--- src/rtl/core/assert_macros.svh ---
// Assertion macros shared by the PNG checker RTL.
// Depends on nothing; included by the modules that carry assertions.
`ifndef ASSERT_MACROS_SVH
`define ASSERT_MACROS_SVH

`ifndef SYNTH
// Property checked every clock outside reset
`define PNGC_ASSERT(lbl, clk, rst_n, prop) \
    lbl: assert property (@(posedge clk) disable iff (!rst_n) (prop)) \
        else $error("assertion failed");
// Antecedent in one cycle implies consequent in the next
`define PNGC_ASSERT_NEXT(lbl, clk, rst_n, ante, cons) \
    lbl: assert property (@(posedge clk) disable iff (!rst_n) (ante) |=> (cons)) \
        else $error("assertion failed");
`else
`define PNGC_ASSERT(lbl, clk, rst_n, prop)
`define PNGC_ASSERT_NEXT(lbl, clk, rst_n, ante, cons)
`endif

`endif

--- src/rtl/core/pngc_pkg.sv ---
// Shared types, codes, constant tables and the CRC-32 byte step.
// No dependencies; used by the parser, the result queue and the top level.
package pngc_pkg;

    // Parser phases
    typedef enum logic [3:0] {
        PH_SIG       = 4'd0,
        PH_IHDR_LEN  = 4'd1,
        PH_IHDR_TYPE = 4'd2,
        PH_IHDR_DATA = 4'd3,
        PH_IHDR_CRC  = 4'd4,
        PH_CH_LEN    = 4'd5,
        PH_CH_TYPE   = 4'd6,
        PH_SKIP_DATA = 4'd7,
        PH_SKIP_CRC  = 4'd8,
        PH_IDAT_DATA = 4'd9,
        PH_IDAT_CRC  = 4'd10
    } t_phase;

    // Verdict codes
    typedef enum logic [3:0] {
        ST_RGBA_OK     = 4'd0,
        ST_RGB_OK      = 4'd1,
        ST_SIGNATURE   = 4'd2,
        ST_IHDR_TYPE   = 4'd3,
        ST_IHDR_LEN    = 4'd4,
        ST_IHDR_CRC    = 4'd5,
        ST_SIZE        = 4'd6,
        ST_DEPTH       = 4'd7,
        ST_COMPRESSION = 4'd8,
        ST_FILTER      = 4'd9,
        ST_INTERLACE   = 4'd10,
        ST_COLOR_TYPE  = 4'd11,
        ST_TRUNCATED   = 4'd12,
        ST_IDAT_CRC    = 4'd13
    } t_status;

    // Configuration register indexes
    localparam logic CFG_MAX_WIDTH  = 1'b0;
    localparam logic CFG_MAX_HEIGHT = 1'b1;

    localparam logic [30:0] MAX_DIM_RESET = 31'd8192;
    localparam logic [31:0] CRC_INIT      = 32'hFFFF_FFFF;
    localparam logic [31:0] CRC_POLY      = 32'hEDB8_8320;
    localparam logic [31:0] IHDR_LENGTH   = 32'd13;
    localparam logic [7:0]  BIT_DEPTH_8   = 8'd8;
    localparam logic [7:0]  COLOR_RGB     = 8'd2;
    localparam logic [7:0]  COLOR_RGBA    = 8'd6;

    // Result queue geometry
    localparam int QDEPTH = 4;
    localparam int QPTR_W = $clog2(QDEPTH);

    // One verdict record
    typedef struct packed {
        t_status     status;
        logic [30:0] image_width;
        logic [30:0] image_height;
        logic [7:0]  color_kind;
        logic [31:0] idat_length;
    } t_result;

    // File signature bytes
    function automatic logic [7:0] sig_byte(input logic [2:0] idx);
        logic [7:0] v;
        case (idx)
            3'd0:    v = 8'h89;
            3'd1:    v = 8'h50;
            3'd2:    v = 8'h4E;
            3'd3:    v = 8'h47;
            3'd4:    v = 8'h0D;
            3'd5:    v = 8'h0A;
            3'd6:    v = 8'h1A;
            default: v = 8'h0A;
        endcase
        return v;
    endfunction

    // "IHDR"
    function automatic logic [7:0] ihdr_byte(input logic [1:0] idx);
        logic [7:0] v;
        case (idx)
            2'd0:    v = 8'h49;
            2'd1:    v = 8'h48;
            2'd2:    v = 8'h44;
            default: v = 8'h52;
        endcase
        return v;
    endfunction

    // "IDAT"
    function automatic logic [7:0] idat_byte(input logic [1:0] idx);
        logic [7:0] v;
        case (idx)
            2'd0:    v = 8'h49;
            2'd1:    v = 8'h44;
            2'd2:    v = 8'h41;
            default: v = 8'h54;
        endcase
        return v;
    endfunction

    // Reflected CRC-32, one byte
    function automatic logic [31:0] crc_byte(input logic [31:0] c, input logic [7:0] b);
        logic [31:0] r;
        r = c ^ {24'd0, b};
        for (int k = 0; k < 8; k++) begin
            r = r[0] ? ((r >> 1) ^ CRC_POLY) : (r >> 1);
        end
        return r;
    endfunction

endpackage

--- src/rtl/core/pngc_parser.sv ---
// Front end: byte-wise PNG signature / IHDR / IDAT parser with running CRC-32.
// Depends on pngc_pkg and assert_macros.svh; emits verdict records to the queue.
`include "assert_macros.svh"

module pngc_parser (
    input  logic               i_clk,
    input  logic               i_rst_n,
    input  logic               i_valid,
    input  logic [7:0]         i_data_byte,
    input  logic               i_last_byte,
    input  logic               i_cfg_wr_en,
    input  logic               i_cfg_index,
    input  logic [30:0]        i_cfg_wr_data,
    output logic               o_push,
    output pngc_pkg::t_result  o_result
);

    // Limits
    logic [30:0] r_max_width;
    logic [30:0] r_max_height;

    // Parse state
    pngc_pkg::t_phase r_phase, n_phase, phase_step;
    logic [31:0] r_byte_count, n_byte_count, s_byte_count;
    logic [31:0] r_crc, n_crc, s_crc;
    logic [31:0] r_chunk_len, n_chunk_len, s_chunk_len;
    logic        r_type_match, n_type_match, s_type_match;
    logic [31:0] r_stored_crc, n_stored_crc, s_stored_crc;
    logic [31:0] r_width, n_width, s_width;
    logic [31:0] r_height, n_height, s_height;
    logic [39:0] r_hdr, n_hdr, s_hdr;
    logic        r_verdict_given, n_verdict_given;

    // Byte classification
    logic [31:0] cnt_inc;
    logic [31:0] crc_step;
    logic [31:0] shift_stored;
    logic        sig_ok, ihdr_ok, idat_ok;
    logic        cnt4;
    logic        active;

    // Verdict decision
    logic              verdict_valid;
    pngc_pkg::t_status verdict_code;
    logic              go_chunks;
    logic              parsed, in_idat;
    logic              size_bad;

    assign active       = i_valid && !r_verdict_given;
    assign cnt_inc      = r_byte_count + 32'd1;
    assign cnt4         = (cnt_inc == 32'd4);
    assign crc_step     = pngc_pkg::crc_byte(r_crc, i_data_byte);
    assign shift_stored = {r_stored_crc[23:0], i_data_byte};
    assign sig_ok       = (i_data_byte == pngc_pkg::sig_byte(r_byte_count[2:0]));
    assign ihdr_ok      = (i_data_byte == pngc_pkg::ihdr_byte(r_byte_count[1:0]));
    assign idat_ok      = (i_data_byte == pngc_pkg::idat_byte(r_byte_count[1:0]));
    assign size_bad     = (r_width == 32'd0) || (r_height == 32'd0) ||
                          (r_width > {1'b0, r_max_width}) ||
                          (r_height > {1'b0, r_max_height});

    // Verdict outputs of the phase machine
    always_comb begin
        verdict_valid = 1'b0;
        verdict_code  = pngc_pkg::ST_RGBA_OK;
        go_chunks     = 1'b0;
        unique case (r_phase)
            pngc_pkg::PH_SIG: begin
                if (cnt_inc == 32'd8 && !(r_type_match && sig_ok)) begin
                    verdict_valid = 1'b1;
                    verdict_code  = pngc_pkg::ST_SIGNATURE;
                end
            end
            pngc_pkg::PH_IHDR_TYPE: begin
                if (cnt4) begin
                    if (!(r_type_match && ihdr_ok)) begin
                        verdict_valid = 1'b1;
                        verdict_code  = pngc_pkg::ST_IHDR_TYPE;
                    end else if (r_chunk_len != pngc_pkg::IHDR_LENGTH) begin
                        verdict_valid = 1'b1;
                        verdict_code  = pngc_pkg::ST_IHDR_LEN;
                    end
                end
            end
            pngc_pkg::PH_IHDR_CRC: begin
                if (cnt4) begin
                    verdict_valid = 1'b1;
                    if (~r_crc != shift_stored) begin
                        verdict_code = pngc_pkg::ST_IHDR_CRC;
                    end else if (size_bad) begin
                        verdict_code = pngc_pkg::ST_SIZE;
                    end else if (r_hdr[39:32] != pngc_pkg::BIT_DEPTH_8) begin
                        verdict_code = pngc_pkg::ST_DEPTH;
                    end else if (r_hdr[23:16] != 8'd0) begin
                        verdict_code = pngc_pkg::ST_COMPRESSION;
                    end else if (r_hdr[15:8] != 8'd0) begin
                        verdict_code = pngc_pkg::ST_FILTER;
                    end else if (r_hdr[7:0] != 8'd0) begin
                        verdict_code = pngc_pkg::ST_INTERLACE;
                    end else if (r_hdr[31:24] == pngc_pkg::COLOR_RGB) begin
                        verdict_code = pngc_pkg::ST_RGB_OK;
                    end else if (r_hdr[31:24] == pngc_pkg::COLOR_RGBA) begin
                        verdict_valid = 1'b0;
                        go_chunks     = 1'b1;
                    end else begin
                        verdict_code = pngc_pkg::ST_COLOR_TYPE;
                    end
                end
            end
            pngc_pkg::PH_IDAT_CRC: begin
                if (cnt4) begin
                    verdict_valid = 1'b1;
                    verdict_code  = (~r_crc == shift_stored) ? pngc_pkg::ST_RGBA_OK
                                                             : pngc_pkg::ST_IDAT_CRC;
                end
            end
            default: begin
            end
        endcase
    end

    // Next phase
    always_comb begin
        phase_step = r_phase;
        unique case (r_phase)
            pngc_pkg::PH_SIG: begin
                if (cnt_inc == 32'd8 && r_type_match && sig_ok)
                    phase_step = pngc_pkg::PH_IHDR_LEN;
            end
            pngc_pkg::PH_IHDR_LEN: begin
                if (cnt4) phase_step = pngc_pkg::PH_IHDR_TYPE;
            end
            pngc_pkg::PH_CH_LEN: begin
                if (cnt4) phase_step = pngc_pkg::PH_CH_TYPE;
            end
            pngc_pkg::PH_IHDR_TYPE: begin
                if (cnt4 && r_type_match && ihdr_ok &&
                    r_chunk_len == pngc_pkg::IHDR_LENGTH)
                    phase_step = pngc_pkg::PH_IHDR_DATA;
            end
            pngc_pkg::PH_IHDR_DATA: begin
                if (cnt_inc == 32'd13) phase_step = pngc_pkg::PH_IHDR_CRC;
            end
            pngc_pkg::PH_IHDR_CRC: begin
                if (go_chunks) phase_step = pngc_pkg::PH_CH_LEN;
            end
            pngc_pkg::PH_CH_TYPE: begin
                if (cnt4) begin
                    if (r_type_match && idat_ok)
                        phase_step = (r_chunk_len == 32'd0) ? pngc_pkg::PH_IDAT_CRC
                                                            : pngc_pkg::PH_IDAT_DATA;
                    else
                        phase_step = (r_chunk_len == 32'd0) ? pngc_pkg::PH_SKIP_CRC
                                                            : pngc_pkg::PH_SKIP_DATA;
                end
            end
            pngc_pkg::PH_SKIP_DATA: begin
                if (cnt_inc == r_chunk_len) phase_step = pngc_pkg::PH_SKIP_CRC;
            end
            pngc_pkg::PH_SKIP_CRC: begin
                if (cnt4) phase_step = pngc_pkg::PH_CH_LEN;
            end
            pngc_pkg::PH_IDAT_DATA: begin
                if (cnt_inc == r_chunk_len) phase_step = pngc_pkg::PH_IDAT_CRC;
            end
            pngc_pkg::PH_IDAT_CRC: begin
            end
            default: begin
            end
        endcase
        if (r_verdict_given) phase_step = r_phase;
        n_phase = i_last_byte ? pngc_pkg::PH_SIG : phase_step;
    end

    // Datapath updates
    always_comb begin
        s_byte_count = r_byte_count;
        s_crc        = r_crc;
        s_chunk_len  = r_chunk_len;
        s_type_match = r_type_match;
        s_stored_crc = r_stored_crc;
        s_width      = r_width;
        s_height     = r_height;
        s_hdr        = r_hdr;
        case (r_phase) inside
            pngc_pkg::PH_SIG: begin
                s_type_match = r_type_match & sig_ok;
                s_byte_count = (cnt_inc == 32'd8 && s_type_match) ? 32'd0 : cnt_inc;
            end
            pngc_pkg::PH_IHDR_LEN, pngc_pkg::PH_CH_LEN: begin
                s_chunk_len = {r_chunk_len[23:0], i_data_byte};
                if (cnt4) begin
                    s_byte_count = 32'd0;
                    s_crc        = pngc_pkg::CRC_INIT;
                    s_type_match = 1'b1;
                end else begin
                    s_byte_count = cnt_inc;
                end
            end
            pngc_pkg::PH_IHDR_TYPE: begin
                s_crc        = crc_step;
                s_type_match = r_type_match & ihdr_ok;
                s_byte_count = (cnt4 && s_type_match &&
                                r_chunk_len == pngc_pkg::IHDR_LENGTH) ? 32'd0 : cnt_inc;
            end
            pngc_pkg::PH_IHDR_DATA: begin
                s_crc = crc_step;
                if (r_byte_count < 32'd4)
                    s_width = {r_width[23:0], i_data_byte};
                else if (r_byte_count < 32'd8)
                    s_height = {r_height[23:0], i_data_byte};
                else
                    s_hdr = {r_hdr[31:0], i_data_byte};
                if (cnt_inc == 32'd13) begin
                    s_byte_count = 32'd0;
                    s_stored_crc = 32'd0;
                end else begin
                    s_byte_count = cnt_inc;
                end
            end
            pngc_pkg::PH_IHDR_CRC: begin
                s_stored_crc = shift_stored;
                s_byte_count = go_chunks ? 32'd0 : cnt_inc;
            end
            pngc_pkg::PH_CH_TYPE: begin
                s_crc        = crc_step;
                s_type_match = r_type_match & idat_ok;
                if (cnt4) begin
                    s_byte_count = 32'd0;
                    s_stored_crc = 32'd0;
                end else begin
                    s_byte_count = cnt_inc;
                end
            end
            pngc_pkg::PH_SKIP_DATA: begin
                s_byte_count = (cnt_inc == r_chunk_len) ? 32'd0 : cnt_inc;
            end
            pngc_pkg::PH_SKIP_CRC: begin
                if (cnt4) begin
                    s_byte_count = 32'd0;
                    s_chunk_len  = 32'd0;
                end else begin
                    s_byte_count = cnt_inc;
                end
            end
            pngc_pkg::PH_IDAT_DATA: begin
                s_crc        = crc_step;
                s_byte_count = (cnt_inc == r_chunk_len) ? 32'd0 : cnt_inc;
            end
            pngc_pkg::PH_IDAT_CRC: begin
                s_stored_crc = shift_stored;
                s_byte_count = cnt_inc;
            end
            default: begin
            end
        endcase

        // After a verdict the bytes are dropped
        if (r_verdict_given) begin
            s_byte_count = r_byte_count;
            s_crc        = r_crc;
            s_chunk_len  = r_chunk_len;
            s_type_match = r_type_match;
            s_stored_crc = r_stored_crc;
            s_width      = r_width;
            s_height     = r_height;
            s_hdr        = r_hdr;
        end

        // End of file restarts the parser
        if (i_last_byte) begin
            n_byte_count    = 32'd0;
            n_crc           = pngc_pkg::CRC_INIT;
            n_chunk_len     = 32'd0;
            n_type_match    = 1'b1;
            n_stored_crc    = 32'd0;
            n_width         = 32'd0;
            n_height        = 32'd0;
            n_hdr           = 40'd0;
            n_verdict_given = 1'b0;
        end else begin
            n_byte_count    = s_byte_count;
            n_crc           = s_crc;
            n_chunk_len     = s_chunk_len;
            n_type_match    = s_type_match;
            n_stored_crc    = s_stored_crc;
            n_width         = s_width;
            n_height        = s_height;
            n_hdr           = s_hdr;
            n_verdict_given = r_verdict_given | verdict_valid;
        end
    end

    // Result record, fields as they stand after this byte
    assign parsed  = (phase_step != pngc_pkg::PH_SIG) &&
                     (phase_step != pngc_pkg::PH_IHDR_LEN) &&
                     (phase_step != pngc_pkg::PH_IHDR_TYPE) &&
                     (phase_step != pngc_pkg::PH_IHDR_DATA);
    assign in_idat = (phase_step == pngc_pkg::PH_IDAT_DATA) ||
                     (phase_step == pngc_pkg::PH_IDAT_CRC);

    assign o_push                = active && (verdict_valid || i_last_byte);
    assign o_result.status       = verdict_valid ? verdict_code : pngc_pkg::ST_TRUNCATED;
    assign o_result.image_width  = parsed ? s_width[30:0] : 31'd0;
    assign o_result.image_height = parsed ? s_height[30:0] : 31'd0;
    assign o_result.color_kind   = parsed ? s_hdr[31:24] : 8'd0;
    assign o_result.idat_length  = in_idat ? s_chunk_len : 32'd0;

    // Configuration registers
    always_ff @(posedge i_clk) begin
        if (!i_rst_n) begin
            r_max_width  <= pngc_pkg::MAX_DIM_RESET;
            r_max_height <= pngc_pkg::MAX_DIM_RESET;
        end else if (i_cfg_wr_en) begin
            if (i_cfg_index == pngc_pkg::CFG_MAX_WIDTH)  r_max_width  <= i_cfg_wr_data;
            if (i_cfg_index == pngc_pkg::CFG_MAX_HEIGHT) r_max_height <= i_cfg_wr_data;
        end
    end

    // Parse state registers, advanced on each byte transfer
    always_ff @(posedge i_clk) begin
        if (!i_rst_n) begin
            r_phase         <= pngc_pkg::PH_SIG;
            r_byte_count    <= 32'd0;
            r_crc           <= pngc_pkg::CRC_INIT;
            r_chunk_len     <= 32'd0;
            r_type_match    <= 1'b1;
            r_stored_crc    <= 32'd0;
            r_width         <= 32'd0;
            r_height        <= 32'd0;
            r_hdr           <= 40'd0;
            r_verdict_given <= 1'b0;
        end else if (i_valid) begin
            r_phase         <= n_phase;
            r_byte_count    <= n_byte_count;
            r_crc           <= n_crc;
            r_chunk_len     <= n_chunk_len;
            r_type_match    <= n_type_match;
            r_stored_crc    <= n_stored_crc;
            r_width         <= n_width;
            r_height        <= n_height;
            r_hdr           <= n_hdr;
            r_verdict_given <= n_verdict_given;
        end
    end

    // Checks; a failed signature parks the count at eight until the file ends
    `PNGC_ASSERT(a_silent_after_verdict, i_clk, i_rst_n, (r_verdict_given && i_valid) |-> !o_push)
    `PNGC_ASSERT(a_sig_count_range, i_clk, i_rst_n,
        (r_phase == pngc_pkg::PH_SIG && !r_verdict_given) |-> (r_byte_count < 32'd8))
    `PNGC_ASSERT(a_rgba_from_idat, i_clk, i_rst_n,
        (o_push && o_result.status == pngc_pkg::ST_RGBA_OK) |-> (r_phase == pngc_pkg::PH_IDAT_CRC))
    `PNGC_ASSERT_NEXT(a_restart, i_clk, i_rst_n, (i_valid && i_last_byte),
        (r_phase == pngc_pkg::PH_SIG && !r_verdict_given))

endmodule

--- config.mk ---
export PLATFORM = sky130hd
export DESIGN_NAME = pngc_parser
export DESIGN_NICKNAME = d
export VERILOG_FILES = /design/src/rtl/core/pngc_pkg.sv /design/src/rtl/core/pngc_parser.sv
export VERILOG_INCLUDE_DIRS = /design/src /design/src/rtl/core
export SDC_FILE = /design/constraint.sdc
export NUM_CORES = 1
export LEC_CHECK = 0
export BUFFER_PORTS_ARGS = -buffer_cell sky130_fd_sc_hd__buf_2
export CAP_MARGIN = 20
export CORE_ASPECT_RATIO = 1.25
export CORE_MARGIN = 3
export CORE_UTILIZATION = 40
export DETAILED_ROUTE_END_ITERATION = 12
export GPL_TIMING_DRIVEN = 0
export SYNTH_ARGS = -nofsm -noshare
export SYNTH_HDL_FRONTEND = slang
export SYNTH_SLANG_ARGS = --single-unit
--- constraint.sdc ---
create_clock -name i_clk -period 13.7 [get_ports i_clk]
set_clock_uncertainty 0.15 [all_clocks]
set_input_delay 2.74 -clock i_clk [delete_from_list [all_inputs] [get_ports i_clk]]
set_output_delay 2.74 -clock i_clk [all_outputs]
set_load 0.03 [all_outputs]
==> results of run 1 <==
[metrics by stage]
| stage | area (sq um) | power, W | hold slack [ns] |
|---|---|---|---|
| after floorplan | 18500 | 0.00103 | 0.277 |
| after global placement | 20000 | 0.00109 | 0.292 |
| after detailed placement | 20000 | 0.00109 | 0.292 |
| after CTS | 21100 | 0.00198 | 0.300 |
| after global routing | 21100 | 0.00204 | 0.318 |
| final | 21100 | 0.00197 | 0.298 |
[worst register-to-register path: stages (launching register included)]
cell and delay, ns:
dfxtp_1 0.49, ha_1 0.44, nand3_1 0.24, buf_2 0.28, nor4_4 0.74, nand2_1 0.16, a221oi_1 0.37, o311ai_0 0.25
or4bb_1 0.66, nor4_1 0.98, a31oi_1 0.20, o21ai_1 0.26, a22oi_1 0.15, nor2_1 0.12
[layout make-up]
cell class / count / area, sq um / share of cell area
Sequential cell: 292 / 5850 / 0.277
Antenna cell: 4 / 10.0 / 0.000475
Inverter: 95 / 357 / 0.0169
Multi-Input combinational cell: 1877 / 11500 / 0.545
Clock inverter: 7 / 91.3 / 0.00433
Buffer: 198 / 842 / 0.0399
Timing Repair Buffer: 153 / 769 / 0.0365
Clock buffer: 46 / 957 / 0.0454
Tap cell: 578 / 723 / 0.0343
[report_power, final]
| part | switching (W) | leakage [nW] | internal (W) |
|---|---|---|---|
| logic | 0.000138 | 4.76 | 0.0000701 |
| clock network | 0.000365 | 0.513 | 0.000524 |
| registers | 0.00000920 | 2.36 | 0.000861 |
| total | 0.000512 | 7.64 | 0.00146 |
[worst paths after layout]
path,start,to,slack (ns),depth (start not counted)
setup reg to reg,r_byte_count[1],r_phase[3],8.14,13
setup / recovery,i_data_byte[3],o_result[22],2.08,18
hold / removal,r_hdr[35],r_hdr[35],0.30,2
hold reg to reg,r_hdr[35],r_hdr[35],0.30,2
[sequential cells by signal, summed over array words and instances (netlist names), 31 cells and up]
signal and flops:
r_byte_count 32, r_chunk_len 32, r_crc 32, r_hdr 40, r_height 32, r_max_height 31
r_max_width 31, r_width 32
[cell usage in the layout (no fill, tap or decap), types with 73 or more instances in the layout]
master | netlist | final
dfxtp_1 | 292 | 292
a22oi_1 | 111 | 111
nand3_1 | 111 | 111
ha_1 | 74 | 74
o21ai_0 | 73 | 73
a21oi_1 | 244 | 244
xnor2_1 | 105 | 105
inv_1 | 93 | 93
nand2_1 | 386 | 386
nor2_1 | 191 | 191
buf_2 | 25 | 175
clkbuf_1 | 147 | 154
[routing by layer]
layer  vias to the layer above  share of wire  global-route usage  wire length, microns
li1                       9160              -                   -                     -
met1                      9258           0.39               0.349                 28900
met2                       703           0.50               0.519                 36700
met3                       182          0.057              0.0406                  4200
met4                         2          0.046               0.122                  3390
met5                         -        0.00018                   0                    13
[kinds of logic (layout without fill, tap and decap cells)]
| kind of cell | Yosys count | in the layout | synth area share |
|---|---|---|---|
| AO/OA/AOI/OAI | 609 | 609 | 0.208 |
| XOR/XNOR | 169 | 169 | 0.0799 |
| adder cells (fa/ha/maj) | 74 | 74 | 0.0500 |
| buffers and inverters | 293 | 499 | 0.0647 |
| flip-flops | 292 | 292 | 0.316 |
| multiplexers | 15 | 15 | 0.00810 |
| other | 0 | 4 | 0 |
| AND/OR/NAND/NOR | 1010 | 1010 | 0.273 |
==> impl_results.md, run 1 <==
* Post-Route WL at 73200 microns
* Crit path kind: input port to primary output
* Nets at 2770
* Clk slew on worst S/H paths at 0.06 ns
* Total core area at 45500 sq um
* Die height at 247 microns
* Clock buffer depth at 3
* Endpoints failing hold at 0
* RSZ-0062 raised after global routing: no
* Top post-synthesis cells by area: dfxtp_1 (32%), nand2_1 (7.8%), a21oi_1 (6.6%), ha_1 (5.0%), xnor2_1 (5.0%)
* PostCTS Resize Cnt at 0
* Cell variety after synth at 78
* Syn avg cell area at 7.53 sq um
* Num CTS Buffers at 34
* Crit path buffers/inverters at 5
* Crit path max-delay family: simple AND/OR/NAND/NOR gates
* Worst-Skew Late Latency at 0.56 ns
* Initial Util at 0.407
* P_leak at 7.64 nW
* Iter 0 DRT Violations at 1540
* Placed cells at 3192
* Number of synthesized flops with an enable pin at 0
* Via density at 5.94
* Worst slew pin tran at 1.17 ns
* Fillers at 4641
* Slew HR at 0.223
* Finished Core Util at 0.463
* Final TNS setup at 0 ns
* Mapped cell area at 18500 sq um
* DP Wirelength at 55600 microns
* Final period utilization at 0.848
* Worst min path class: register to register
* Drt first pass iters at 6
* CTS tree: done
* Final setup viols at 0
* Die width at 199 microns
* Startpoint Class: input port
* Post-place setup slack at 2.16 ns
* Post-synth ARST share at 0
* All-layer global routing usage at 0.291
* Cells after synthesis at 2462
* Max-cap violations at 0
* Final worst slack at 2.08 ns
* Drt drc at 0
* CP endpoint kind: primary output
* Synth top area share at 0.316
* WP data required at 10.81 ns
* Post-synth top cells: nand2_1 (386), dfxtp_1 (292), a21oi_1 (244)
* Htree depth at 2
* Post-CTS setup buffers at 0
* CTS Hold Bufs at 0
* Initial antenna violation count at 3
* Grt total ovfl at 0
* Critical-path top delay cell: clkbuf_1
* Yosys top cell by area: dfxtp_1
* Routed Antenna Nets at 0
* # rows at 87
* Highest clock rate at 0.0860 GHz
* CP arrival at 8.73 ns
* Largest net degree at the start of global routing at 14
* Syn Nets at 2581
* Routed WL per cell at 22.5 microns
* Crit path cell chain: buf_2, clkbuf_1, xor2_1, ha_1, nand3_1, or4_1, or4b_1, nor4_2, nand4_1, or4b_1, clkbuf_1, a21oi_1, or3_1, o21ai_1, a211oi_2, buf_6, nor4_2, buf_2
* Ys Warns at 0
* Layout cells sized above 1 at 0.108
* Vias at 19300
* Most common flop cell mapped by yosys: dfxtp_1
* # IOs at 152
* Final worst path period need at 11.62 ns
* Area delta synth->final at 13.8%
* Final Slew Violations at 0
* Finished Layout Cells at 3250
* Number of synthesized register bits at 292
* Peak supply drop at 0.131 mV
* First-pass GRT wire length at 111000 microns
* Critical path's largest stage delay at 0.74 ns
* Seq/Total Area, Yosys at 0.316
* CTS Sinks at 292
* Worst-path fanout max at 10
* Gp weighted congestion at 0.977
* Status: finished, final reports clean
* Power per cell area at 93.3 nW/um^2
* Most common cell in the synthesized netlist: nand2_1
* PortBufs at 149
* Die Area at 49000 sq um
* Root buf cell: clkbuf_16
* Vias in the first global route at 18700
Power figures use the tool's default switching activity.
==> run 2, diff against run 1 <==
- clock period: 13.7 -> 9.85 ns (I/O delays scaled with it)
==> run 2 against run 1 <==
Worst setup slack lost 1.8 ns; wire length about the same; sequential share of layout area hardly changed; first-iteration DRC count is 1.6% lower; worst hold slack improved by 0.0018 ns; sequential cell count is the same; core utilization is essentially flat; final cell count stayed put; register-to-register slack worse by 3.9 ns; clock power increased by 39%; via count decreased by 0.30%; global-route usage is essentially flat; critical endpoint is now o_result[8].
==> impl_results.md, run 2 (synthesis gave the netlist of run 1 again) <==
* Status: finished, final reports clean
* Peak supply drop at 0.182 mV (+39%)
* # rows at 87 (unchanged)
* Crit path max-delay family: simple AND/OR/NAND/NOR gates
* Seq pwr share at 0.442 (about the same)
* Grt total ovfl at 0 (unchanged)
* Final TNS setup at 0 ns (unchanged)
* Vias at 19200 (-0.30%)
* Vias in the first global route at 18700 (+0.070%)
* Max-cap violations at 0 (unchanged)
* First-pass GRT wire length at 111000 microns (about the same)
* DP Wirelength at 55600 microns (unchanged)
* Initial antenna violation count at 3 (unchanged)
* Iter 0 DRT Violations at 1516 (-1.6%)
* Fillers at 4636 (-0.11%)
* Routed WL per cell at 22.5 microns (about the same)
* Final setup viols at 0 (unchanged)
* Critical-path top delay cell: xor2_1
* Commonest cells after routing, fill and taps aside: nand2_1 (386), dfxtp_1 (292), a21oi_1 (244)
* # IOs at 152 (unchanged)
* Final worst path period need at 9.57 ns
* CTS tree: done
* Layout cells sized above 1 at 0.108 (+0.000497)
* Area occupied by multi-input gates at 11500 sq um (unchanged)
* Worst-Skew Late Latency at 0.56 ns (about the same)
* Area after DPL at 20000 sq um (unchanged)
* Int Pwr at 0.00202 W (+39%)
* CTS Hold Bufs at 0 (unchanged)
* Critical path's largest stage delay at 0.69 ns (-0.05 ns)
* Initial Util at 0.407 (unchanged)
* PostCTS Resize Cnt at 0 (unchanged)
* Via density at 5.92 (-0.30%)
* Worst min path class: register to register
* Clock buffer depth at 3 (unchanged)
* Combinational share of power at 0.105 (about the same)
* WP data required at 7.73 ns (-3.08 ns)
* Post-CTS setup buffers at 0 (unchanged)
* Largest register by flop count: r_hdr
* Htree depth at 2 (unchanged)
* Nets at 2767 (-0.11%)
* CP arrival at 7.45 ns (-1.28 ns)
* Die width at 199 microns (unchanged)
* Clock Power Share at 0.453 (about the same)
* Sw Ratio at 0.261 (+0.000800)
* Drt first pass iters at 6 (unchanged)
* Final Slew Violations at 0 (unchanged)
* Startpoint Class: input port
* Power per cell area at 130 nW/um^2 (+39%)
* Post-Route WL at 73200 microns (about the same)
* Max reg flops at 40 (unchanged)
* Gp weighted congestion at 0.977 (unchanged)
* Endpoints failing hold at 0 (unchanged)
* Routed Antenna Nets at 0 (unchanged)
* Switching power at 0.000715 W (+40%)
* CTS Sinks at 292 (unchanged)
* Crit path buffers/inverters at 4 (-1)
* Worst-path fanout max at 14 (+4)
* Crit path kind: input port to primary output
* Crit path cell chain: buf_2, xor2_1, ha_1, nand3_1, or4_1, or4b_1, nor4_2, nand4_1, or4b_1, clkbuf_1, a21oi_1, or3_1, o21ai_1, a211oi_2, buf_6, nor4_2, buf_2
* Post-route cell area at 21100 sq um (about the same)
* Final period utilization at 0.971
* Highest clock rate at 0.105 GHz
* Slew HR at 0.252 (+0.0288)
* Root buf cell: clkbuf_16
* Die height at 247 microns (unchanged)
* Clk slew on worst S/H paths at 0.06 ns (about the same)
* FF+latch area at 5850 sq um (unchanged)
* Die Area at 49000 sq um (unchanged)
* P_leak at 7.64 nW (about the same)
* PortBufs at 149 (unchanged)
* Largest net degree at the start of global routing at 15 (+1)
* CP endpoint kind: primary output
* Most common cell after layout, fill and taps aside: nand2_1
* All-layer global routing usage at 0.291 (about the same)
* RSZ-0062 raised after global routing: no
* Total core area at 45500 sq um (unchanged)
* Num CTS Buffers at 34 (unchanged)
* Drt drc at 0 (unchanged)
* Area delta synth->final at 13.8% (about the same)
* Worst slew pin tran at 1.12 ns (-0.0432 ns)
run 2: worst paths after layout:
| path | slack (ns) | to | from | cells past startpoint |
|---|---|---|---|---|
| worst max register to register | 4.29 | r_byte_count[27] | r_byte_count[1] | 15 |
| worst min-delay path | 0.30 | r_hdr[35] | r_hdr[35] | 2 |
| worst max-delay path | 0.28 | o_result[8] | i_data_byte[3] | 17 |
| worst min register to register | 0.30 | r_hdr[35] | r_hdr[35] | 2 |
run 2: layer usage:
layer | share of wire | vias up | track usage
met2 | 0.50 | 664 | 0.519
met1 | 0.40 | 9249 | 0.349
met3 | 0.056 | 175 | 0.0416
li1 | - | 9157 | -
met4 | 0.045 | 2 | 0.120
met5 | 0.00018 | - | 0
run 2: metrics by stage:
step / total power (W) / cells / util / setup slack (ns) / hold slack (ns)
6_report: 0.00274 / 3250 / 0.463 / 0.285 / 0.300
5_1_grt: 0.00283 / 3243 / 0.463 / 0.0458 / 0.318
4_1_cts: 0.00276 / 3244 / 0.463 / 0.0278 / 0.300
3_5_place_dp: 0.00152 / 3192 / 0.440 / -0.148 / 0.292
3_3_place_gp: 0.00152 / 3189 / 0.439 / -0.168 / 0.292
2_1_floorplan: 0.00143 / 2462 / - / 1.23 / 0.277
run 2: layout make-up:
type                            count  share of cell area
Multi-Input combinational cell   1877               0.545
Sequential cell                   292               0.277
Clock buffer                       46              0.0454
Buffer                            195              0.0395
Timing Repair Buffer              153              0.0365
Tap cell                          578              0.0343
Inverter                           95              0.0169
Clock inverter                      7             0.00433
Antenna cell                        7            0.000831
run 2: power groups by stage:
stage	clock network (W)	registers, W	logic (W)
finish	0.00124	0.00121	0.000288
global route	0.00130	0.00121	0.000315
CTS	0.00126	0.00121	0.000286
floorplan	0	0.00123	0.000197
global placement	0	0.00124	0.000279
detailed placement	0	0.00124	0.000284
run 2: worst reg2reg max path, delay by kind of cell, from the launching register on:
kind / cells / cell delay (ns)
AOI/OAI and AO/OA: 4 / 1.19
xor gates and xnor gates: 1 / 0.40
adders and majority gates: 1 / 0.43
and+or+nand+nor: 6 / 2.02
DFF: 1 / 0.48
buffers and inverters: 3 / 0.74
==> run 3, diff against run 2 <==
- MAX_ROUTING_LAYER: unset -> met4
==> run 3 against run 2 <==
Power up 1.7%; worst setup slack better by 0.046 ns; worst hold slack worse by 0.0051 ns; sequential share of layout area down 0.077 points; largest cell class unchanged; first-iteration DRC count up 9.3%; critical path type unchanged; final area up 0.28%; wire length down 0.17%; largest power group unchanged; core utilization up 0.13 points; critical path depth unchanged; final cell count up 0.12%.
==> impl_results.md, run 3 (synthesis gave the netlist of run 1 again) <==
* Peak supply drop at 0.0978 mV (-46%)
* Met2 Usage GRT at 0.526 (+0.00711)
* Fillers at 4727 (+2.0%)
* Post-Route WL at 73100 microns (-0.17%)
* Finished Core Util at 0.465 (+0.00129)
* Startpoint Class: input port
* P_leak at 7.67 nW (+0.37%)
* Status: finished, final reports clean
* Final period utilization at 0.966 (-0.00464)
* # IOs at 152 (unchanged)
* WP data required at 7.73 ns (about the same)
* Total core area at 45500 sq um (unchanged)
* Root buf cell: clkbuf_16
* Via density at 5.96 (+0.63%)
* M1 GR Usage at 0.346 (-0.00247)
* Vias in the first global route at 18800 (+0.44%)
* Area delta synth->final at 14.1%
* PortBufs at 149 (unchanged)
* RSZ-0062 raised after global routing: no
* CTS tree: done
* Die Area at 49000 sq um (unchanged)
* Final worst path period need at 9.52 ns (-0.0457 ns)
* Iter 0 DRT Violations at 1657 (+9.3%)
* Global route hottest layer: met2
* Worst-path fanout max at 14 (unchanged)
* Layout cells sized above 1 at 0.111 (+0.00283)
* Drt first pass iters at 6 (unchanged)
* Drt drc at 0 (unchanged)
* Die height at 247 microns (unchanged)
* Max-cap violations at 0 (unchanged)
* # rows at 87 (unchanged)
* Most common cell after layout, fill and taps aside: nand2_1
* First-pass GRT wire length at 111000 microns (+0.23%)
* Post-place setup slack at -0.153 ns (-0.00518 ns)
* Num CTS Buffers at 34 (unchanged)
* Worst min path class: register to register
* Hold WS at 0.295 ns (-0.00510 ns)
* Final setup viols at 0 (unchanged)
* Die width at 199 microns (unchanged)
* Grt total ovfl at 0 (unchanged)
* Worst slew pin tran at 1.14 ns (+0.0159 ns)
* CTS Hold Bufs at 0 (unchanged)
* Endpoints failing hold at 0 (unchanged)
* Routed Antenna Nets at 0 (unchanged)
* Final worst slack at 0.330 ns (+0.0457 ns)
* Final Slew Violations at 0 (unchanged)
* Nets at 2766 (-0.036%)
* Gp weighted congestion at 0.975 (-0.24%)
* Largest net degree at the start of global routing at 15 (unchanged)
* CP endpoint kind: primary output
* Power per cell area at 132 nW/um^2 (+1.4%)
* Clk slew on worst S/H paths at 0.06 ns (about the same)
* Initial Util at 0.407 (unchanged)
* CP arrival at 7.40 ns (-0.05 ns)
* Largest register by flop count: r_hdr
* Worst-Skew Late Latency at 0.55 ns (about the same)
* Met3 usage at 0.0379 (-0.00369)
* Crit path kind: input port to primary output
* All-layer global routing usage at 0.299 (+0.00854)
* Clock buffer depth at 3 (unchanged)
* Slew HR at 0.241 (-0.0106)
* Max reg flops at 40 (unchanged)
* Vias at 19400 (+0.76%)
* Highest clock rate at 0.105 GHz (+0.48%)
* R2R Setup Slk at 4.27 ns (-0.02 ns)
* Initial antenna violation count at 3 (unchanged)
* Routed WL per cell at 22.5 microns (-0.29%)
* Final TNS setup at 0 ns (unchanged)
* DP Wirelength at 55800 microns (+0.36%)
* Htree depth at 2 (unchanged)
* Commonest cells after routing, fill and taps aside: nand2_1 (386), dfxtp_1 (292), a21oi_1 (244)
* CTS Sinks at 292 (unchanged)
run 3: cell count changes in the layout (fill, tap and decap cells not counted), sizes merged:
cell,change
buf,-2
bufinv,+1
clkbuf,-2
clkinv,+5
clkinvlp,+2
run 3: per-layer routing:
| metal | vias up | share of wire |
|---|---|---|
| li1 | 9138 | - |
| met1 | 9374 | 0.39 |
| met2 | 706 | 0.51 |
| met3 | 175 | 0.057 |
| met4 | 0 | 0.043 |
| met5 | - | 0 |
run 3: repair_timing:
item | CTS | global route
buffers inserted | 0 | 0
resized for setup | 0 | 3
setup endpoints to repair | 32 | 32
cloned | 0 | 0
run 3: cell type report:
class	count	area [sq um]	area share
clock buffers	43	946	0.0447
clock inverters	15	165	0.00781
plain buffers	195	832	0.0394
well taps	578	723	0.0342
inverters	95	357	0.0169
flip-flops and latches	292	5850	0.277
repair buffers	152	766	0.0362
diodes	7	17.5	0.000829
multi-input cells	1877	11500	0.543
run 3: critical path: stages:
cell and delay, ns:
buf_2 0.40, xor2_1 0.64, ha_1 0.27, nand3_1 0.14, or4_1 0.52, or4b_1 0.49
nor4_2 0.44, nand4_1 0.14, or4b_1 0.48, clkbuf_1 0.21, a21oi_1 0.16, or3_1 0.16
o21ai_1 0.12, a211oi_2 0.71, buf_6 0.26, nor4_2 0.07, buf_2 0.18
run 3: worst paths after layout:
check	startpoint	cells after the start	to
hold reg to reg	r_hdr[35]	2	r_hdr[35]
hold / removal	r_hdr[35]	2	r_hdr[35]
setup / recovery	i_data_byte[3]	17	o_result[18]
setup reg to reg	r_byte_count[22]	14	r_byte_count[27]
run 3: power by group:
part | internal [W] | leakage [nW] | switching (W)
logic | 0.0000973 | 4.76 | 0.000191
registers | 0.00120 | 2.36 | 0.0000128
clock network | 0.000759 | 0.544 | 0.000528
total | 0.00205 | 7.67 | 0.000732
run 3: per-stage QoR:
step	power [W]	instance area [sq um]	std cells
after floorplan	0.00143	18500	2462
after CTS	0.00281	21100	3248
after detailed placement	0.00152	20000	3191
final	0.00279	21100	3254
after global placement	0.00151	20000	3189
after global routing	0.00288	21100	3250
